**config.mk**
```make
export PLATFORM = sky130hd
export DESIGN_NAME = alarm_table_controller_top
export DESIGN_NICKNAME = d
export VERILOG_FILES = /design/src/rtl/atc_pkg.sv /design/src/rtl/atc_ram.sv /design/src/rtl/alarm_table_controller_top.sv
export SDC_FILE = /design/constraint.sdc
export NUM_CORES = 1
export LEC_CHECK = 0
export BUFFER_PORTS_ARGS = -buffer_cell sky130_fd_sc_hd__buf_2
export CAP_MARGIN = 20
export CORE_MARGIN = 2
export CORE_UTILIZATION = 50
export CTS_CLUSTER_DIAMETER = 150
export CTS_CLUSTER_SIZE = 10
export DETAILED_ROUTE_END_ITERATION = 7
export PLACE_DENSITY = 0.7
export SYNTH_ARGS = -nofsm -noshare
export SYNTH_HDL_FRONTEND = slang
export SYNTH_SLANG_ARGS = --single-unit
```
**constraint.sdc**
```tcl
create_clock -name clk -period 10.77 [get_ports clk]
set_clock_uncertainty 0.15 [all_clocks]
set_input_delay 0.5385 -clock clk [delete_from_list [all_inputs] [get_ports clk]]
set_output_delay 0.5385 -clock clk [all_outputs]
set_load 0.01 [all_outputs]
```
**src/rtl/atc_pkg.sv**
```systemverilog
`timescale 1ns / 1ps
// ----------------------------------------------------------------------------
// atc_pkg
// Types and constants shared by the alarm table controller and its testbench.
// ----------------------------------------------------------------------------
package atc_pkg;

	localparam int SLOTS_DEFAULT = 8;

	localparam logic [2:0] OP_TICK   = 3'd0;
	localparam logic [2:0] OP_SELECT = 3'd1;
	localparam logic [2:0] OP_TOGGLE = 3'd2;
	localparam logic [2:0] OP_EDIT   = 3'd3;
	localparam logic [2:0] OP_ADJUST = 3'd4;
	localparam logic [2:0] OP_DISMISS = 3'd5;
	localparam logic [2:0] OP_LOAD   = 3'd6;
	localparam logic [2:0] OP_LEAVE  = 3'd7;

	localparam logic [1:0] EDIT_NONE    = 2'd0;
	localparam logic [1:0] EDIT_HOURS   = 2'd1;
	localparam logic [1:0] EDIT_MINUTES = 2'd2;

	localparam logic [9:0]  HOURS_PER_DAY = 10'd24;
	localparam logic [9:0]  MIN_PER_HOUR  = 10'd60;
	localparam logic [11:0] MIN_PER_DAY   = 12'd1440;
	localparam logic [9:0]  HOUR_BIAS     = 10'd144;
	localparam logic [9:0]  MINUTE_BIAS   = 10'd180;
	localparam logic [10:0] TIMEOUT_RESET = 11'd1;

	typedef struct packed {
		logic [2:0]        op;
		logic [4:0]        time_hour;
		logic [5:0]        time_minute;
		logic signed [7:0] adjust_delta;
		logic [2:0]        entry_index;
		logic [4:0]        entry_hours;
		logic [5:0]        entry_minutes;
		logic              entry_enabled;
		logic              entry_valid;
	} req_t;

	typedef struct packed {
		logic       accepted;
		logic       ring_started;
		logic       ringing;
		logic [2:0] ringing_slot;
		logic [2:0] selected_slot;
		logic [4:0] selected_hours;
		logic [5:0] selected_minutes;
		logic       selected_enabled;
		logic [1:0] edit_field;
		logic       save_pending;
	} rsp_t;

	typedef struct packed {
		logic [4:0]  hours;
		logic [5:0]  minutes;
		logic        enabled;
		logic        fired;
		logic [10:0] guard;
	} entry_t;

	localparam int ENTRY_W = $bits(entry_t);

endpackage

```
**src/rtl/atc_ram.sv**
```systemverilog
`timescale 1ns / 1ps
// ----------------------------------------------------------------------------
// atc_ram
// Generic simple dual port RAM, one write port, one registered read port.
// ----------------------------------------------------------------------------
module atc_ram #(
	parameter int WIDTH = 24,
	parameter int DEPTH = 8
) (
	input  logic                                   clk,
	input  logic                                   wr_en,
	input  logic [(DEPTH > 1 ? $clog2(DEPTH) : 1)-1:0] wr_addr,
	input  logic [WIDTH-1:0]                       wr_data,
	input  logic                                   rd_en,
	input  logic [(DEPTH > 1 ? $clog2(DEPTH) : 1)-1:0] rd_addr,
	output logic [WIDTH-1:0]                       rd_data
);
	logic [WIDTH-1:0] mem [DEPTH];

	always_ff @(posedge clk) begin
		if (wr_en) begin
			mem[wr_addr] <= wr_data;
		end
		if (rd_en) begin
			rd_data <= mem[rd_addr];
		end
	end
endmodule

```
**src/rtl/alarm_table_controller_top.sv**
```systemverilog
`timescale 1ns / 1ps
// ----------------------------------------------------------------------------
// alarm_table_controller_top
// Alarm table with tick matching, selection, editing and ring timeout.
// ----------------------------------------------------------------------------
// usage:
//   raise start with a request while busy is low; the request is taken at
//   that edge and busy stays high until the result has been shown
//   the result is on result for one cycle with done high; it cannot be held
//   tick and select next walk every slot through the entry RAM, one slot a
//   cycle: tick goes through decode, scan, order and output states, select
//   next adds its extra bound step between scan and order
//   toggle and enabled adjust do a read-modify-write, edit button a read only
//   dismiss, load entry, leave mode and refused adjust go from decode to order
//   the ring timeout register is written on cfg_valid, cfg_ready is always
//   high; write it only while busy is low
//   reset clears all control state; every slot reads as zero until written,
//   tracked by one valid flop per slot, so no clearing pass is needed
// ----------------------------------------------------------------------------
module alarm_table_controller_top #(
	parameter int ALARM_SLOTS = atc_pkg::SLOTS_DEFAULT
) (
	input  logic          clk,
	input  logic          arst_n,
	input  logic          start,
	output logic          busy,
	input  atc_pkg::req_t request,
	output logic          done,
	output atc_pkg::rsp_t result,
	input  logic          cfg_valid,
	output logic          cfg_ready,
	input  logic [10:0]   cfg_data
);
	import atc_pkg::*;

	localparam int IDX_W = ALARM_SLOTS > 1 ? $clog2(ALARM_SLOTS) : 1;
	localparam int CNT_W = $clog2(ALARM_SLOTS + 1);
	localparam logic [CNT_W-1:0] LAST = CNT_W'(ALARM_SLOTS - 1);
	localparam logic [CNT_W-1:0] NSLOT = CNT_W'(ALARM_SLOTS);

	localparam logic [2:0] S_IDLE = 3'd0;
	localparam logic [2:0] S_DEC  = 3'd1;
	localparam logic [2:0] S_SCAN = 3'd2;
	localparam logic [2:0] S_FIN  = 3'd3;
	localparam logic [2:0] S_MOD  = 3'd4;
	localparam logic [2:0] S_ORD  = 3'd5;
	localparam logic [2:0] S_OUT  = 3'd6;

	function automatic logic [9:0] wrap_mod(input logic [9:0] v, input logic [9:0] m);
		logic [9:0] r;
		logic [9:0] s;
		r = v;
		for (int k = 3; k >= 0; k--) begin
			s = m << k;
			if (r >= s) begin
				r = r - s;
			end
		end
		return r;
	endfunction

	logic [2:0]             state_q;
	req_t                   req_q;
	logic [IDX_W-1:0]       sel_q;
	logic [1:0]             edit_q;
	logic                   ring_q;
	logic [IDX_W-1:0]       ring_idx_q;
	logic [10:0]            ring_start_q;
	logic                   changed_q;
	logic [10:0]            timeout_q;
	logic [ALARM_SLOTS-1:0] modified_q;
	logic [ALARM_SLOTS-1:0] valid_q;
	logic                   acc_q;
	logic                   started_q;
	logic                   arm_q;
	logic [10:0]            now_q;
	logic [CNT_W-1:0]       cnt_q;
	logic [IDX_W-1:0]       proc_q;
	logic [CNT_W-1:0]       lim_q;
	logic                   rdv_s1;

	logic                   rd_en;
	logic [IDX_W-1:0]       rd_addr;
	logic                   wr_en;
	logic [IDX_W-1:0]       wr_addr;
	entry_t                 wr_data;
	entry_t                 rd_data;
	entry_t                 ent;

	logic [4:0]             th_w;
	logic [5:0]             tm_w;
	logic [10:0]            now_c;
	logic [11:0]            diff_c;
	logic                   timeout_hit;
	logic                   fired_keep;
	logic                   hit;
	entry_t                 scan_ent;
	entry_t                 load_ent;
	entry_t                 toggle_ent;
	entry_t                 adj_ent;
	logic                   adj_change;
	logic [9:0]             delta_x;
	logic [9:0]             hours_v;
	logic [9:0]             minutes_v;
	logic [IDX_W+2:0]       eidx_x;
	logic                   eidx_ok;
	logic [IDX_W-1:0]       eidx;
	logic [CNT_W-1:0]       lim_c;
	logic [CNT_W-1:0]       sel_x;
	logic [CNT_W-1:0]       next_c;
	logic [IDX_W+2:0]       sel_o;
	logic [IDX_W+2:0]       ring_o;

	atc_ram #(
		.WIDTH(ENTRY_W),
		.DEPTH(ALARM_SLOTS)
	) u_ram (
		.clk    (clk),
		.wr_en  (wr_en),
		.wr_addr(wr_addr),
		.wr_data(wr_data),
		.rd_en  (rd_en),
		.rd_addr(rd_addr),
		.rd_data(rd_data)
	);

	assign busy      = state_q != S_IDLE;
	assign done      = state_q == S_OUT;
	assign cfg_ready = 1'b1;

	assign ent = rdv_s1 ? rd_data : '0;

	// minute of day for tick
	assign th_w   = (req_q.time_hour >= 5'd24) ? req_q.time_hour - 5'd24 : req_q.time_hour;
	assign tm_w   = (req_q.time_minute >= 6'd60) ? req_q.time_minute - 6'd60
		: req_q.time_minute;
	assign now_c  = 11'(th_w) * 11'd60 + 11'(tm_w);
	assign diff_c = (now_c >= ring_start_q) ? 12'(now_c) - 12'(ring_start_q)
		: 12'(now_c) + MIN_PER_DAY - 12'(ring_start_q);
	assign timeout_hit = diff_c >= 12'(timeout_q);

	// per-slot guard and match during the scan
	assign fired_keep = ent.fired && (ent.guard == now_q);
	assign hit = arm_q && ent.enabled && !fired_keep && (ent.hours == req_q.time_hour)
		&& (ent.minutes == req_q.time_minute);
	always_comb begin
		scan_ent       = ent;
		scan_ent.fired = hit || fired_keep;
		scan_ent.guard = hit ? now_q : ent.guard;
	end

	always_comb begin
		load_ent = '0;
		if (req_q.entry_valid) begin
			load_ent.hours   = req_q.entry_hours;
			load_ent.minutes = req_q.entry_minutes;
			load_ent.enabled = req_q.entry_enabled;
		end
	end
	assign eidx_x  = {IDX_W'(0), req_q.entry_index};
	assign eidx_ok = eidx_x < (IDX_W + 3)'(ALARM_SLOTS);
	assign eidx    = eidx_x[IDX_W-1:0];

	always_comb begin
		toggle_ent         = ent;
		toggle_ent.enabled = ~ent.enabled;
		toggle_ent.fired   = 1'b0;
		toggle_ent.guard   = '0;
	end

	assign delta_x   = {{2{req_q.adjust_delta[7]}}, req_q.adjust_delta};
	assign hours_v   = wrap_mod(10'(ent.hours) + delta_x + HOUR_BIAS, HOURS_PER_DAY);
	assign minutes_v = wrap_mod(10'(ent.minutes) + delta_x + MINUTE_BIAS, MIN_PER_HOUR);
	always_comb begin
		adj_ent       = ent;
		adj_ent.fired = 1'b0;
		adj_ent.guard = '0;
		if (edit_q == EDIT_HOURS) begin
			adj_ent.hours = hours_v[4:0];
			adj_change    = hours_v[4:0] != ent.hours;
		end else begin
			adj_ent.minutes = minutes_v[5:0];
			adj_change      = minutes_v[5:0] != ent.minutes;
		end
	end

	// select next bound
	assign lim_c  = (lim_q > LAST) ? LAST : lim_q;
	assign sel_x  = CNT_W'(sel_q);
	assign next_c = (sel_x >= lim_c) ? '0 : sel_x + CNT_W'(1);

	always_comb begin
		rd_en   = 1'b0;
		rd_addr = sel_q;
		wr_en   = 1'b0;
		wr_addr = sel_q;
		wr_data = toggle_ent;
		unique case (state_q)
			S_DEC: begin
				case (req_q.op)
					OP_TICK, OP_SELECT: begin
						rd_en   = 1'b1;
						rd_addr = '0;
					end
					OP_TOGGLE, OP_EDIT, OP_ADJUST: begin
						rd_en = 1'b1;
					end
					OP_LOAD: begin
						wr_en   = eidx_ok;
						wr_addr = eidx;
						wr_data = load_ent;
					end
					default: begin
					end
				endcase
			end
			S_SCAN: begin
				rd_en   = cnt_q < NSLOT;
				rd_addr = cnt_q[IDX_W-1:0];
				wr_en   = req_q.op == OP_TICK;
				wr_addr = proc_q;
				wr_data = scan_ent;
			end
			S_MOD: begin
				if (req_q.op == OP_TOGGLE) begin
					wr_en = 1'b1;
				end else if (req_q.op == OP_ADJUST) begin
					wr_en   = adj_change;
					wr_data = adj_ent;
				end
			end
			S_ORD: begin
				rd_en = 1'b1;
			end
			default: begin
			end
		endcase
	end

	always_ff @(posedge clk or negedge arst_n) begin
		if (!arst_n) begin
			state_q      <= S_IDLE;
			sel_q        <= '0;
			edit_q       <= EDIT_NONE;
			ring_q       <= 1'b0;
			ring_idx_q   <= '0;
			ring_start_q <= '0;
			changed_q    <= 1'b0;
			timeout_q    <= TIMEOUT_RESET;
			modified_q   <= '0;
			valid_q      <= '0;
			rdv_s1       <= 1'b0;
		end else begin
			if (cfg_valid) begin
				timeout_q <= cfg_data;
			end
			if (wr_en) begin
				valid_q[wr_addr] <= 1'b1;
			end
			if (rd_en) begin
				rdv_s1 <= valid_q[rd_addr];
			end
			unique case (state_q)
				S_IDLE: begin
					if (start) begin
						state_q <= S_DEC;
					end
				end
				S_DEC: begin
					case (req_q.op)
						OP_TICK: begin
							state_q <= S_SCAN;
							if (ring_q && timeout_hit) begin
								ring_q       <= 1'b0;
								ring_idx_q   <= '0;
								ring_start_q <= '0;
							end
						end
						OP_SELECT: state_q <= S_SCAN;
						OP_TOGGLE, OP_EDIT: state_q <= S_MOD;
						OP_ADJUST: begin
							state_q <= (edit_q != EDIT_NONE) ? S_MOD : S_ORD;
						end
						OP_DISMISS: begin
							state_q      <= S_ORD;
							ring_q       <= 1'b0;
							ring_idx_q   <= '0;
							ring_start_q <= '0;
						end
						OP_LOAD: begin
							state_q <= S_ORD;
							if (eidx_ok) begin
								modified_q[eidx] <= req_q.entry_valid;
								changed_q        <= 1'b0;
							end
						end
						default: begin
							state_q   <= S_ORD;
							changed_q <= 1'b0;
							edit_q    <= EDIT_NONE;
						end
					endcase
				end
				S_SCAN: begin
					if (req_q.op == OP_TICK && hit) begin
						ring_q       <= 1'b1;
						ring_idx_q   <= proc_q;
						ring_start_q <= now_q;
						edit_q       <= EDIT_NONE;
					end
					if (CNT_W'(proc_q) == LAST) begin
						state_q <= (req_q.op == OP_TICK) ? S_ORD : S_FIN;
					end
				end
				S_FIN: begin
					state_q <= S_ORD;
					if (sel_x > lim_c) begin
						sel_q  <= lim_c[IDX_W-1:0];
						edit_q <= EDIT_NONE;
					end else if (!(lim_c == '0 && sel_x == '0) && next_c != sel_x) begin
						sel_q  <= next_c[IDX_W-1:0];
						edit_q <= EDIT_NONE;
					end
				end
				S_MOD: begin
					state_q <= S_ORD;
					if (req_q.op == OP_TOGGLE) begin
						modified_q[sel_q] <= 1'b1;
						changed_q         <= 1'b1;
						if (!ent.enabled) begin
							edit_q <= EDIT_NONE;
						end
					end else if (req_q.op == OP_EDIT) begin
						if (!(ent.enabled && edit_q == EDIT_NONE)) begin
							edit_q <= (edit_q == EDIT_NONE) ? EDIT_HOURS
								: (edit_q == EDIT_HOURS) ? EDIT_MINUTES : EDIT_NONE;
						end
					end else if (adj_change) begin
						modified_q[sel_q] <= 1'b1;
						changed_q         <= 1'b1;
					end
				end
				S_ORD: state_q <= S_OUT;
				S_OUT: state_q <= S_IDLE;
				default: state_q <= S_IDLE;
			endcase
		end
	end

	// request and scan bookkeeping
	always_ff @(posedge clk) begin
		if (start && !busy) begin
			req_q <= request;
		end
		unique case (state_q)
			S_DEC: begin
				now_q     <= now_c;
				arm_q     <= !ring_q;
				cnt_q     <= CNT_W'(1);
				proc_q    <= '0;
				lim_q     <= '0;
				started_q <= 1'b0;
				case (req_q.op)
					OP_DISMISS: acc_q <= ring_q;
					OP_LOAD:    acc_q <= eidx_ok;
					OP_LEAVE:   acc_q <= changed_q;
					default:    acc_q <= 1'b0;
				endcase
			end
			S_SCAN: begin
				cnt_q  <= cnt_q + CNT_W'(1);
				proc_q <= proc_q + IDX_W'(1);
				if (modified_q[proc_q]) begin
					lim_q <= CNT_W'(proc_q) + CNT_W'(1);
				end
				if (req_q.op == OP_TICK && hit) begin
					arm_q     <= 1'b0;
					started_q <= 1'b1;
					acc_q     <= 1'b1;
				end
			end
			S_FIN: begin
				acc_q <= (sel_x > lim_c)
					|| (!(lim_c == '0 && sel_x == '0) && next_c != sel_x);
			end
			S_MOD: begin
				case (req_q.op)
					OP_TOGGLE: acc_q <= ~ent.enabled;
					OP_EDIT:   acc_q <= !(ent.enabled && edit_q == EDIT_NONE);
					default:   acc_q <= 1'b1;
				endcase
			end
			default: begin
			end
		endcase
	end

	assign sel_o  = {3'b000, sel_q};
	assign ring_o = {3'b000, ring_idx_q};

	always_comb begin
		result.accepted         = acc_q;
		result.ring_started     = started_q;
		result.ringing          = ring_q;
		result.ringing_slot     = ring_q ? ring_o[2:0] : 3'b000;
		result.selected_slot    = sel_o[2:0];
		result.selected_hours   = ent.hours;
		result.selected_minutes = ent.minutes;
		result.selected_enabled = ent.enabled;
		result.edit_field       = edit_q;
		result.save_pending     = changed_q;
	end

`ifndef SYNTHESIS
	a_sel_range: assert property (@(posedge clk) disable iff (!arst_n)
		CNT_W'(sel_q) < NSLOT)
		else $error("selected slot out of range");
	a_ring_range: assert property (@(posedge clk) disable iff (!arst_n)
		CNT_W'(ring_idx_q) < NSLOT)
		else $error("ringing slot out of range");
	a_start_busy: assert property (@(posedge clk) disable iff (!arst_n)
		start && !busy |=> busy)
		else $error("request taken without going busy");
	a_done_free: assert property (@(posedge clk) disable iff (!arst_n)
		done |=> !busy && !done)
		else $error("block stays busy after result");
	a_no_ring_start: assert property (@(posedge clk) disable iff (!arst_n)
		done && result.ring_started |-> result.ringing && req_q.op == OP_TICK)
		else $error("ring start without ringing tick");
`endif
endmodule

```
==> out/qor.yml, run 1 <==
syn_inst: 1776
area_growth_pct: 10.6
grt_pass1_vias: 13000
seq_area_frac_synth_pct: 52.8
hold_viol: 1
nNetsFinal: 1991
route.detailed.drc: 0
synth_top_area_cell: "edfxtp_1"
ys_ff_latch: 331
cts-buffers-inserted: 39
antenna_cells: 0
synth.avg_cell_area_um2: 10.3
synth.area.top_cells: "edfxtp_1 46%, nand2_1 7.1%, dfrtp_1 7.0%"
synth_edf_count: 279
maxCapViolCount: 0
totalWireLength_um: 44100
die_w_um: 196
grt_max_degree: 77
hp-class: "in -> async"
clkTransAtPathRegs_ns: 0.06
drv_slew: 0
fill_cells: 3103
crit_slowest_cell: "dfrtp_1"
cts_setup_buffers: 0
worst_hold_slack_ns: -0.00885
routed_via_density: 5.81
yosysWarnings: 0
rrSetupSlack_ns: 2.07
crit_fanout: 34
tns_ns: 0
gp_congestion: 0.900
rsz0062_at_grt: "no"
critPathKind: "reg -> reg"
vias: 13500
slew_headroom_pct: 23.8
hpwl_um: 30800
h-tree-depth: 2
row_count: 70
period_share_pct: 80.8
cts_tree: "done"
crit_end: "u_ram.mem[7][14]$_DFFE_PP_"
dr.pass1.iters: 5
r2r_cells: 28
netlist.area_leader.share_pct: 45.7
cts_resized: 0
cts.sink_count: 331
start_util_pct: 50.5
final_layout_size_suffix_gt1_share_pct: 11.1
crit_path_max_incr_delay_ns: 0.95
wire_per_inst_um: 19.0
cts-root-buf: "clkbuf_16"
clk_latency_ns: 0.54
synth_cell_types: 96
drtAntennaViolNets: 0
grt_antenna_before_repair: 1
worstSetupStartpointType: "register"
fmax_ghz: 0.115
arrival_ns: 8.79
core_area_um2: 36300
dr.first_iter.drc_count: 1095
setup_viol: 0
synthArstFlopShare_pct: 15.7
r2r-start: "rdv_s1$_DFFE_PN0P_"
die_area_um2: 38200
syn_nets: 1932
synth_area_um2: 18300
worst_setup_path_end_kind: "register"
worst_pin_slew_ns: 1.13
r2r-end: "u_ram.mem[7][14]$_DFFE_PP_"
grt_first_pass_wirelength_um: 69400
outcome: "finished with violations"
io_buffers: 78
clock_path_buffers: 3
track_usage_pct: 23.1
globalRoute.totalOverflow: 0
synth_flop_cell: "edfxtp_1"
cp.required_ns: 10.86
violations: "hold timing"
crit_start: "rdv_s1$_DFFE_PN0P_"
die_y_um: 196
finalCriticalPeriod_ns: 8.70
top_level_ports: 80
==> synthesized netlist by cell type, drive strengths merged (5+ instances only) <==
cell type / instances
a21oi: 78
o311ai: 5
and2: 13
mux2i: 7
o21a: 5
o22ai: 12
o31ai: 19
nand2b: 14
nor3: 20
nand2: 345
clkbuf: 71
buf: 15
a221o: 6
a22oi: 7
nand3: 148
nor3b: 5
xor2: 20
xnor2: 51
a31oi: 10
dfrtp: 51
or2: 9
o21bai: 7
a2111oi: 6
edfxtp: 279
and3: 10
nor2b: 15
o41ai: 6
or3: 8
a22o: 5
o21ai: 104
nor2: 92
fa: 17
mux2: 6
ha: 86
nand4: 8
nor4: 10
a21o: 18
inv: 108
o211ai: 10
a211oi: 6
==> timing repair <==
item	4_1_cts	5_1_grt
hold endpoints to repair	1	0
hold buffers	1	0
setup endpoints to repair	0	0
==> logic make-up (layout without fill, tap and decap cells) <==
kind of cell               after synthesis  in the layout  synth area share [%]
and+or+nand+nor                        708            708                  17.4
DFF                                    331            331                  52.8
other                                    1              1                0.0204
muxes                                   15             15                  1.08
adders and majority gates              103            103                  7.72
buffers and inverters                  195            277                  4.19
xor gates and xnor gates                71             71                  3.74
AOI/OAI and AO/OA                      352            352                  13.1
==> stage by stage <==
stage          instance area (µm²)  hold slack [ns]  utilization [%]  worst slack [ns]  cells
6_report                     20300         -0.00885             55.8              2.07   2326
5_1_grt                      20300          0.00621             55.8              1.39   2326
4_1_cts                      20300          0.00208             55.7              2.08   2321
3_5_place_dp                 19100            0.317             52.7              2.09   2256
3_3_place_gp                 19100            0.311             52.6              2.27   2254
2_1_floorplan                18300           0.0929                -              2.43   1776
==> registers in the layout, indices dropped and copies added (netlist names), 2 cells and up <==
register / cells
ring_idx_q: 3
cnt_q: 4
edit_q: 2
lim_q: 4
valid_q: 8
u_ram.rd_data: 24
sel_q: 3
eidx: 3
state_q: 3
now_q: 11
req_q: 27
ring_start_q: 11
delta_x: 8
timeout_q: 11
u_ram.mem: 192
modified_q: 8
proc_q: 3
==> metal layers <==
| metal | global-route usage (%) | vias to the layer above | part of all wire, % |
|---|---|---|---|
| li1 | - | 6474 | - |
| met1 | 33.0 | 6472 | 44 |
| met2 | 35.1 | 474 | 44 |
| met3 | 4.15 | 89 | 7.6 |
| met4 | 9.39 | 2 | 3.5 |
| met5 | 0 | - | 0.018 |
==> critical path, delay by kind of cell (launching register included) <==
kind	cells	cell delay [ns]
AO/OA/AOI/OAI	9	2.40
AND/OR/NAND/NOR	7	1.70
adder cells (fa/ha/maj)	4	1.48
flip-flops	1	0.95
multiplexers	2	0.73
buffers and inverters	4	0.50
XOR/XNOR	2	0.43
==> worst min path at each step <==
stage / end / cells after the start
6_report: ring_start_q[7]$_DFFE_PN0P_ / 2
5_1_grt: req_q[11]$_DFFE_PP_ / 1
4_1_cts: req_q[34]$_DFFE_PP_ / 1
3_5_place_dp: valid_q[0]$_DFFE_PN0P_ / 2
3_3_place_gp: valid_q[5]$_DFFE_PN0P_ / 2
2_1_floorplan: changed_q$_DFFE_PN0P_ / 0
==> cell usage in the layout (no fill, tap or decap), drive strengths merged, types with 7 or more instances in the layout <==
master / count
a21o: 18
a21oi: 78
a22oi: 7
a31oi: 10
and2: 13
and3: 10
buf: 101
clkbuf: 63
dfrtp: 51
edfxtp: 279
fa: 17
ha: 86
inv: 109
mux2i: 7
nand2: 345
nand2b: 14
nand3: 148
nand4: 8
nor2: 92
nor2b: 15
nor3: 20
nor4: 10
o211ai: 10
o21ai: 104
o21bai: 7
o22ai: 12
o31ai: 19
or2: 9
or3: 8
xnor2: 51
xor2: 20
==> final cells by class <==
class,count,area (µm²),area share [%]
multi-input combinational,1250,7940,39.1
tap,468,586,2.89
clock buffer,61,1060,5.22
timing repair buffer,104,581,2.86
sequential,331,9680,47.7
clock inverter,3,41.3,0.203
inverter,109,409,2.02
Power of run 1 is left out: the tool's default activity adds up to more than one toggle a clock period on the data nets, which glitch-free logic cannot reach.
==> run 2: changes to the inputs <==
--- a/config.mk
+++ b/config.mk
@@ -5,6 +5,7 @@
 export SDC_FILE = /design/constraint.sdc
 export NUM_CORES = 1
 export LEC_CHECK = 0
+export ABC_AREA = 1
 export BUFFER_PORTS_ARGS = -buffer_cell sky130_fd_sc_hd__buf_2
 export CAP_MARGIN = 20
 export CORE_MARGIN = 2
@@ -12,7 +13,7 @@
 export CTS_CLUSTER_DIAMETER = 150
 export CTS_CLUSTER_SIZE = 10
 export DETAILED_ROUTE_END_ITERATION = 7
-export PLACE_DENSITY = 0.7
+export PLACE_DENSITY = 0.72
 export SYNTH_ARGS = -nofsm -noshare
 export SYNTH_HDL_FRONTEND = slang
 export SYNTH_SLANG_ARGS = --single-unit
==> constraint.sdc (replaced) <==
create_clock -name clk -period 7.4 [get_ports clk]
set_clock_uncertainty 0.15 [all_clocks]
set_input_delay 0.37 -clock clk [delete_from_list [all_inputs] [get_ports clk]]
set_output_delay 0.37 -clock clk [all_outputs]
set_load 0.01 [all_outputs]
==> run 2 against run 1 <==
  * The run now ends clean
  * Wire length increased by 4.4%
  * Cell area grew 2.8%
  * Sequential share of layout area fell by 1.3 points
  * Register-to-register slack got worse by 1.4 ns
  * Area after synthesis is 0.17% lower
==> out/qor.yml, run 2 <==
route.met2.wl_um: 21400  # +8.9%
die_area_um2: 38200  # -0.17%
grt_first_pass_wirelength_um: 72800  # +4.9%
final_core_util_pct: 57.4  # +1.6 points
grt_max_degree: 82  # +6.5%
die_w_um: 195  # about the same
globalRoute.totalOverflow: 0  # unchanged
dr.pass1.iters: 6  # +1
period_share_pct: 91.4  # +11 points
fmax_ghz: 0.148  # +29%
finalCriticalPeriod_ns: 6.76  # -1.93 ns
setup_viol: 0  # unchanged
arrival_ns: 6.87  # -1.92 ns
hpwl_um: 30900  # +0.59%
regMostFlops: "u_ram.mem"
clk_latency_ns: 0.55  # about the same
worst_pin_slew_ns: 1.06  # -0.0670 ns
synth_cell_types: 59  # -39%
drv_slew: 0  # unchanged
synth_area_um2: 18300  # -0.17%
route.detailed.drc: 0  # unchanged
hp-class: "in -> reg"
rsz0062_at_grt: "no"
cts-root-buf: "clkbuf_16"
worstSetupStartpointType: "register"
area_growth_pct: 13.9
h-tree-depth: 2  # unchanged
yosys.cell_count.top_type: "nand2_1"
vias: 14400  # +6.4%
pre_cts_slack_ns: 0.401  # -1.69 ns
layout_commonest_cell: "nand2_1"
drtAntennaViolNets: 0  # unchanged
crit_path_max_incr_delay_ns: 0.52  # -0.43 ns
antenna_cells: 0  # unchanged
hold_end: "state_q[0]$_DFFE_PN0P_"
dr.first_iter.drc_count: 1086  # -0.82%
yosysWarnings: 0  # unchanged
outcome: "completed"
clock_path_buffers: 3  # unchanged
tns_ns: 0  # unchanged
wire_per_inst_um: 17.9  # -5.9%
grt_pass1_vias: 13800  # +6.0%
synthArstFlopShare_pct: 15.7  # unchanged
largest_reg_flops: 192  # unchanged
track_usage_pct: 24.3  # +1.1 points
cts-buffers-inserted: 39  # unchanged
final_cell_mix: "329 x nand2_1, 279 x edfxtp_1, 257 x inv_1, 251 x nor2_1, 178 x o21ai_0"
largest_registers: "u_ram.mem x192, req_q x27, u_ram.rd_data x24"
cp.required_ns: 7.50  # -3.36 ns
fin_ws_ns: 0.635  # -1.44 ns
top_level_ports: 80  # unchanged
io_buffers: 78  # unchanged
synth.avg_cell_area_um2: 9.33  # -9.6%
final_layout_size_suffix_gt1_share_pct: 10.0  # -1.1 points
r2r-start: "req_q[32]$_DFFE_PP_"
netlist.area_leader.share_pct: 45.7  # +0.078 points
seq_area_frac_synth_pct: 52.9  # +0.090 points
rrSetupSlack_ns: 0.64  # -1.44 ns
start_util_pct: 50.4  # -0.086 points
row_count: 70  # unchanged
maxCapViolCount: 0  # unchanged
crit_slowest_cell: "edfxtp_1"
wl_met1_um: 20100  # +2.7%
nNetsFinal: 2246  # +13%
cts_tree: "done"
hold_depth: 3
totalWireLength_um: 46100  # +4.4%
synth_top_area_cell: "edfxtp_1"
critPathKind: "reg -> reg"
grt_antenna_before_repair: 0  # -1
ys_ff_latch: 331  # unchanged
hold_viol: 0  # -1
synth_commonest_cells: "331 x nand2_1, 279 x edfxtp_1, 257 x inv_1, 252 x nor2_1, 181 x o21ai_0"
die_y_um: 195  # about the same
worst_setup_path_end_kind: "register"
routed_via_density: 5.57  # -4.1%
slew_headroom_pct: 28.8  # +5.0 points
clkTransAtPathRegs_ns: 0.06  # about the same
syn_nets: 2118  # +9.6%
gp_congestion: 0.926  # +2.9%
synth_edf_count: 279  # unchanged
crit_fanout: 12  # -65%
synth_flop_cell: "edfxtp_1"
hold_path_startpoint: "start"
highest_layer: "met4"
syn_inst: 1962  # +10%
worst_hold_slack_ns: 0.0465  # +0.0554 ns
cts.sink_count: 331  # unchanged
core_area_um2: 36300  # unchanged
synth.area.top_cells: "edfxtp_1 46%, dfrtp_1 7.0%, nand2_1 6.8%"
r2r-end: "started_q$_DFFE_PP_"
route.met3.wl_um: 2860  # -14%
r2r_cells: 32  # +14%
-- run 2: metrics by stage --
step	area, µm²	instances
after floorplan	18300	1962
after global placement	19200	2467
after detailed placement	19200	2467
after CTS	20800	2581
after global routing	20900	2581
final	20900	2581
-- run 2: final cells by class --
class / instances / area [µm²]
Fill cell: 3044 / 15500
Sequential cell: 331 / 9680
Multi-Input combinational cell: 1302 / 7430
Clock buffer: 60 / 1050
Timing Repair Buffer: 148 / 1040
Inverter: 268 / 1010
Tap cell: 468 / 586
Clock inverter: 4 / 61.3
-- run 2: logic make-up (layout without fill, tap and decap cells) --
group	Yosys count	count (layout)	share of synthesized area (%)
flip-flops	331	331	52.9
XOR/XNOR	36	36	1.82
AO/OA/AOI/OAI	377	377	12.0
adder cells (fa/ha/maj)	103	103	7.73
multiplexers	2	2	0.116
other	1	1	0.0205
AND/OR/NAND/NOR	783	783	18.5
buffers and inverters	329	480	6.90
-- run 2: worst max-delay path, delay by kind of cell (launching register included) --
kind | cells | cell delay [ns]
buffers and inverters | 6 | 0.57
and+or+nand+nor | 11 | 1.18
AOI/OAI and AO/OA | 8 | 1.26
adders and majority gates | 6 | 2.48
DFF | 1 | 0.52
xor gates and xnor gates | 1 | 0.31
-- run 2: repair_timing --
item | in CTS | in global routing
endpoints found under the hold margin | 100 | 0
gates resized for setup | 0 | 5
setup buffers | 0 | 0
hold buffers | 50 | 0
endpoints found under the setup margin | 0 | 15
-- run 2: layer usage --
layer / GRT usage, % / up-vias
li1: - / 6954
met1: 33.3 / 6783
met2: 39.2 / 541
met3: 3.11 / 98
met4: 9.95 / 0
met5: 0 / -
-- run 2: how the worst max path moves through the flow --
stage / start / end / slack, ns / cells after the start
after floorplan: req_q[32]$_DFFE_PP_ / arm_q$_SDFFCE_PP0P_ / 1.15 / 32
after global placement: req_q[32]$_DFFE_PP_ / started_q$_DFFE_PP_ / 0.70 / 32
after detailed placement: req_q[32]$_DFFE_PP_ / arm_q$_SDFFCE_PP0P_ / 0.40 / 30
after CTS: req_q[32]$_DFFE_PP_ / started_q$_DFFE_PP_ / 0.33 / 30
after global routing: req_q[34]$_DFFE_PP_ / started_q$_DFFE_PP_ / 0.06 / 31
final: req_q[32]$_DFFE_PP_ / started_q$_DFFE_PP_ / 0.64 / 32
Power of run 2 is left out for the same reason.
==> run 3: changes to the inputs <==
--- a/config.mk
+++ b/config.mk
@@ -8,7 +8,7 @@
 export ABC_AREA = 1
 export BUFFER_PORTS_ARGS = -buffer_cell sky130_fd_sc_hd__buf_2
 export CAP_MARGIN = 20
-export CORE_MARGIN = 2
+export CORE_MARGIN = 3
 export CORE_UTILIZATION = 50
 export CTS_CLUSTER_DIAMETER = 150
 export CTS_CLUSTER_SIZE = 10
==> run 3 against run 2 <==
  * Flip-flop and latch count unchanged
  * Via count about the same
  * First-iteration DRC count increased by 12%
  * Die area increased by 2.1%
  * Core utilization increased by 0.79 points
  * Non-clock buffer count increased by 4
  * Cell count about the same
  * Critical endpoint unchanged
  * Critical path type unchanged
  * Global-route usage decreased by 0.73 points
  * Worst setup slack improved by 0.089 ns
==> out/qor.yml, run 3 (same netlist as run 2, synthesis figures left out) <==
outcome: "completed"
fmax_ghz: 0.150  # +1.3%
area_growth_pct: 13.8  # about the same
crit_fanout: 12  # unchanged
top_level_ports: 80  # unchanged
setup_viol: 0  # unchanged
rsz0062_at_grt: "no"
die_area_um2: 39000  # +2.1%
largest_reg_flops: 192  # unchanged
worst_setup_path_end_kind: "register"
vias: 14400  # -0.049%
fill_cells: 2994  # -1.6%
slew_headroom_pct: 27.3  # -1.5 points
hold_viol: 0  # unchanged
grt_pass1_vias: 13800  # +0.58%
wire_per_inst_um: 17.9  # about the same
die_w_um: 197  # +1.0%
critPathKind: "reg -> reg"
globalRoute.totalOverflow: 0  # unchanged
crit_path_max_incr_delay_ns: 0.55  # +0.03 ns
die_y_um: 197  # +1.0%
row_count: 69  # -1.4%
gp_congestion: 0.921  # -0.55%
track_usage_pct: 23.5  # -0.73 points
cts-buffers-inserted: 39  # unchanged
route.detailed.drc: 0  # unchanged
cts.sink_count: 331  # unchanged
dr.pass1.iters: 5  # -1
grt_max_degree: 98  # +20%
start_util_pct: 51.1  # +0.73 points
worst_pin_slew_ns: 1.09  # +0.0223 ns
core_area_um2: 35800  # -1.4%
arrival_ns: 6.80  # -0.07 ns
tns_ns: 0  # unchanged
clk_latency_ns: 0.53  # -0.02 ns
drtAntennaViolNets: 0  # unchanged
finalCriticalPeriod_ns: 6.68  # -0.0885 ns
grt_antenna_before_repair: 0  # unchanged
largest_registers: "u_ram.mem x192, req_q x27, u_ram.rd_data x24"
drv_slew: 0  # unchanged
antenna_cells: 0  # unchanged
clock_path_buffers: 3  # unchanged
cts-root-buf: "clkbuf_16"
io_buffers: 78  # unchanged
hpwl_um: 31100  # +0.53%
totalWireLength_um: 46100  # about the same
final_layout_size_suffix_gt1_share_pct: 10.1  # +0.071 points
routed_via_density: 5.57  # about the same
regMostFlops: "u_ram.mem"
dr.first_iter.drc_count: 1219  # +12%
worstSetupStartpointType: "register"
layout_commonest_cell: "nand2_1"
crit_slowest_cell: "fa_1"
cts_tree: "done"
maxCapViolCount: 0  # unchanged
grt_first_pass_wirelength_um: 72700  # about the same
period_share_pct: 90.2  # -1.2 points
nNetsFinal: 2250  # +0.18%
critical_path.top_delay_family: "adder cells"
clkTransAtPathRegs_ns: 0.06  # about the same
h-tree-depth: 2  # unchanged
crit_buf_inv: 6  # unchanged
hp-class: "in -> reg"
cp.required_ns: 7.52  # +0.02 ns
final_cell_mix: "329 x nand2_1, 279 x edfxtp_1, 257 x inv_1, 251 x nor2_1, 179 x o21ai_0"
[run 3: layer usage]
layer	vias up	wire length (µm)	global-route usage [%]
met1	6854	19800	31.6
li1	6981	-	-
met2	443	21700	39.3
met5	-	0	0
met3	91	3050	3.65
met4	0	1530	8.16
[run 3: layout make-up]
cell class | instances | area, µm² | share of cell area (%)
Timing Repair Buffer | 152 | 1070 | 5.14
Clock inverter | 4 | 35.0 | 0.168
Tap cell | 461 | 577 | 2.77
Multi-Input combinational cell | 1302 | 7420 | 35.6
Sequential cell | 331 | 9680 | 46.4
Inverter | 268 | 1010 | 4.84
Clock buffer | 61 | 1060 | 5.08
[run 3: metrics by stage]
stage | hold slack, ns | setup WS (ns) | cells | cell area (µm²) | util (%)
after CTS | 0.0355 | 0.522 | 2579 | 20800 | 58.2
final | 0.0518 | 0.724 | 2579 | 20800 | 58.2
after detailed placement | 0.0719 | 0.511 | 2464 | 19200 | 53.7
after floorplan | -0.0756 | 1.15 | 1962 | 18300 | -
after global placement | 0.0716 | 0.724 | 2464 | 19200 | 53.7
after global routing | 0.0634 | 0.0807 | 2579 | 20800 | 58.2
[run 3: final timing paths]
| path | from | end | slack [ns] | cells past startpoint |
|---|---|---|---|---|
| max | req_q[31]$_DFFE_PP_ | started_q$_DFFE_PP_ | 0.72 | 31 |
| min | start | state_q[0]$_DFFE_PN0P_ | 0.05 | 3 |
| min in group asynchronous | arst_n | edit_q[0]$_DFFE_PN0P_ | 0.06 | 2 |
| max reg2reg | req_q[31]$_DFFE_PP_ | started_q$_DFFE_PP_ | 0.72 | 31 |
| min reg2reg | valid_q[4]$_DFFE_PN0P_ | valid_q[4]$_DFFE_PN0P_ | 0.30 | 2 |
| max in group asynchronous | arst_n | valid_q[6]$_DFFE_PN0P_ | 6.15 | 3 |
[run 3: repair_timing]
item                                    in CTS  in global routing
endpoints found under the setup margin       0                  6
buffers inserted                             0                  0
hold buffers                                50                  0
hold endpoints to repair                    98                  0
gates resized for setup                      0                  2
[run 3: worst reg2reg max path, delay by kind of cell (launching register included)]
kind | cells | cell delay, ns
buffers and inverters | 6 | 0.54
and+or+nand+nor | 9 | 0.89
DFF | 1 | 0.50
AOI/OAI and AO/OA | 9 | 1.59
adders and majority gates | 6 | 2.49
xor gates and xnor gates | 1 | 0.28
Power of run 3 is left out for the same reason.
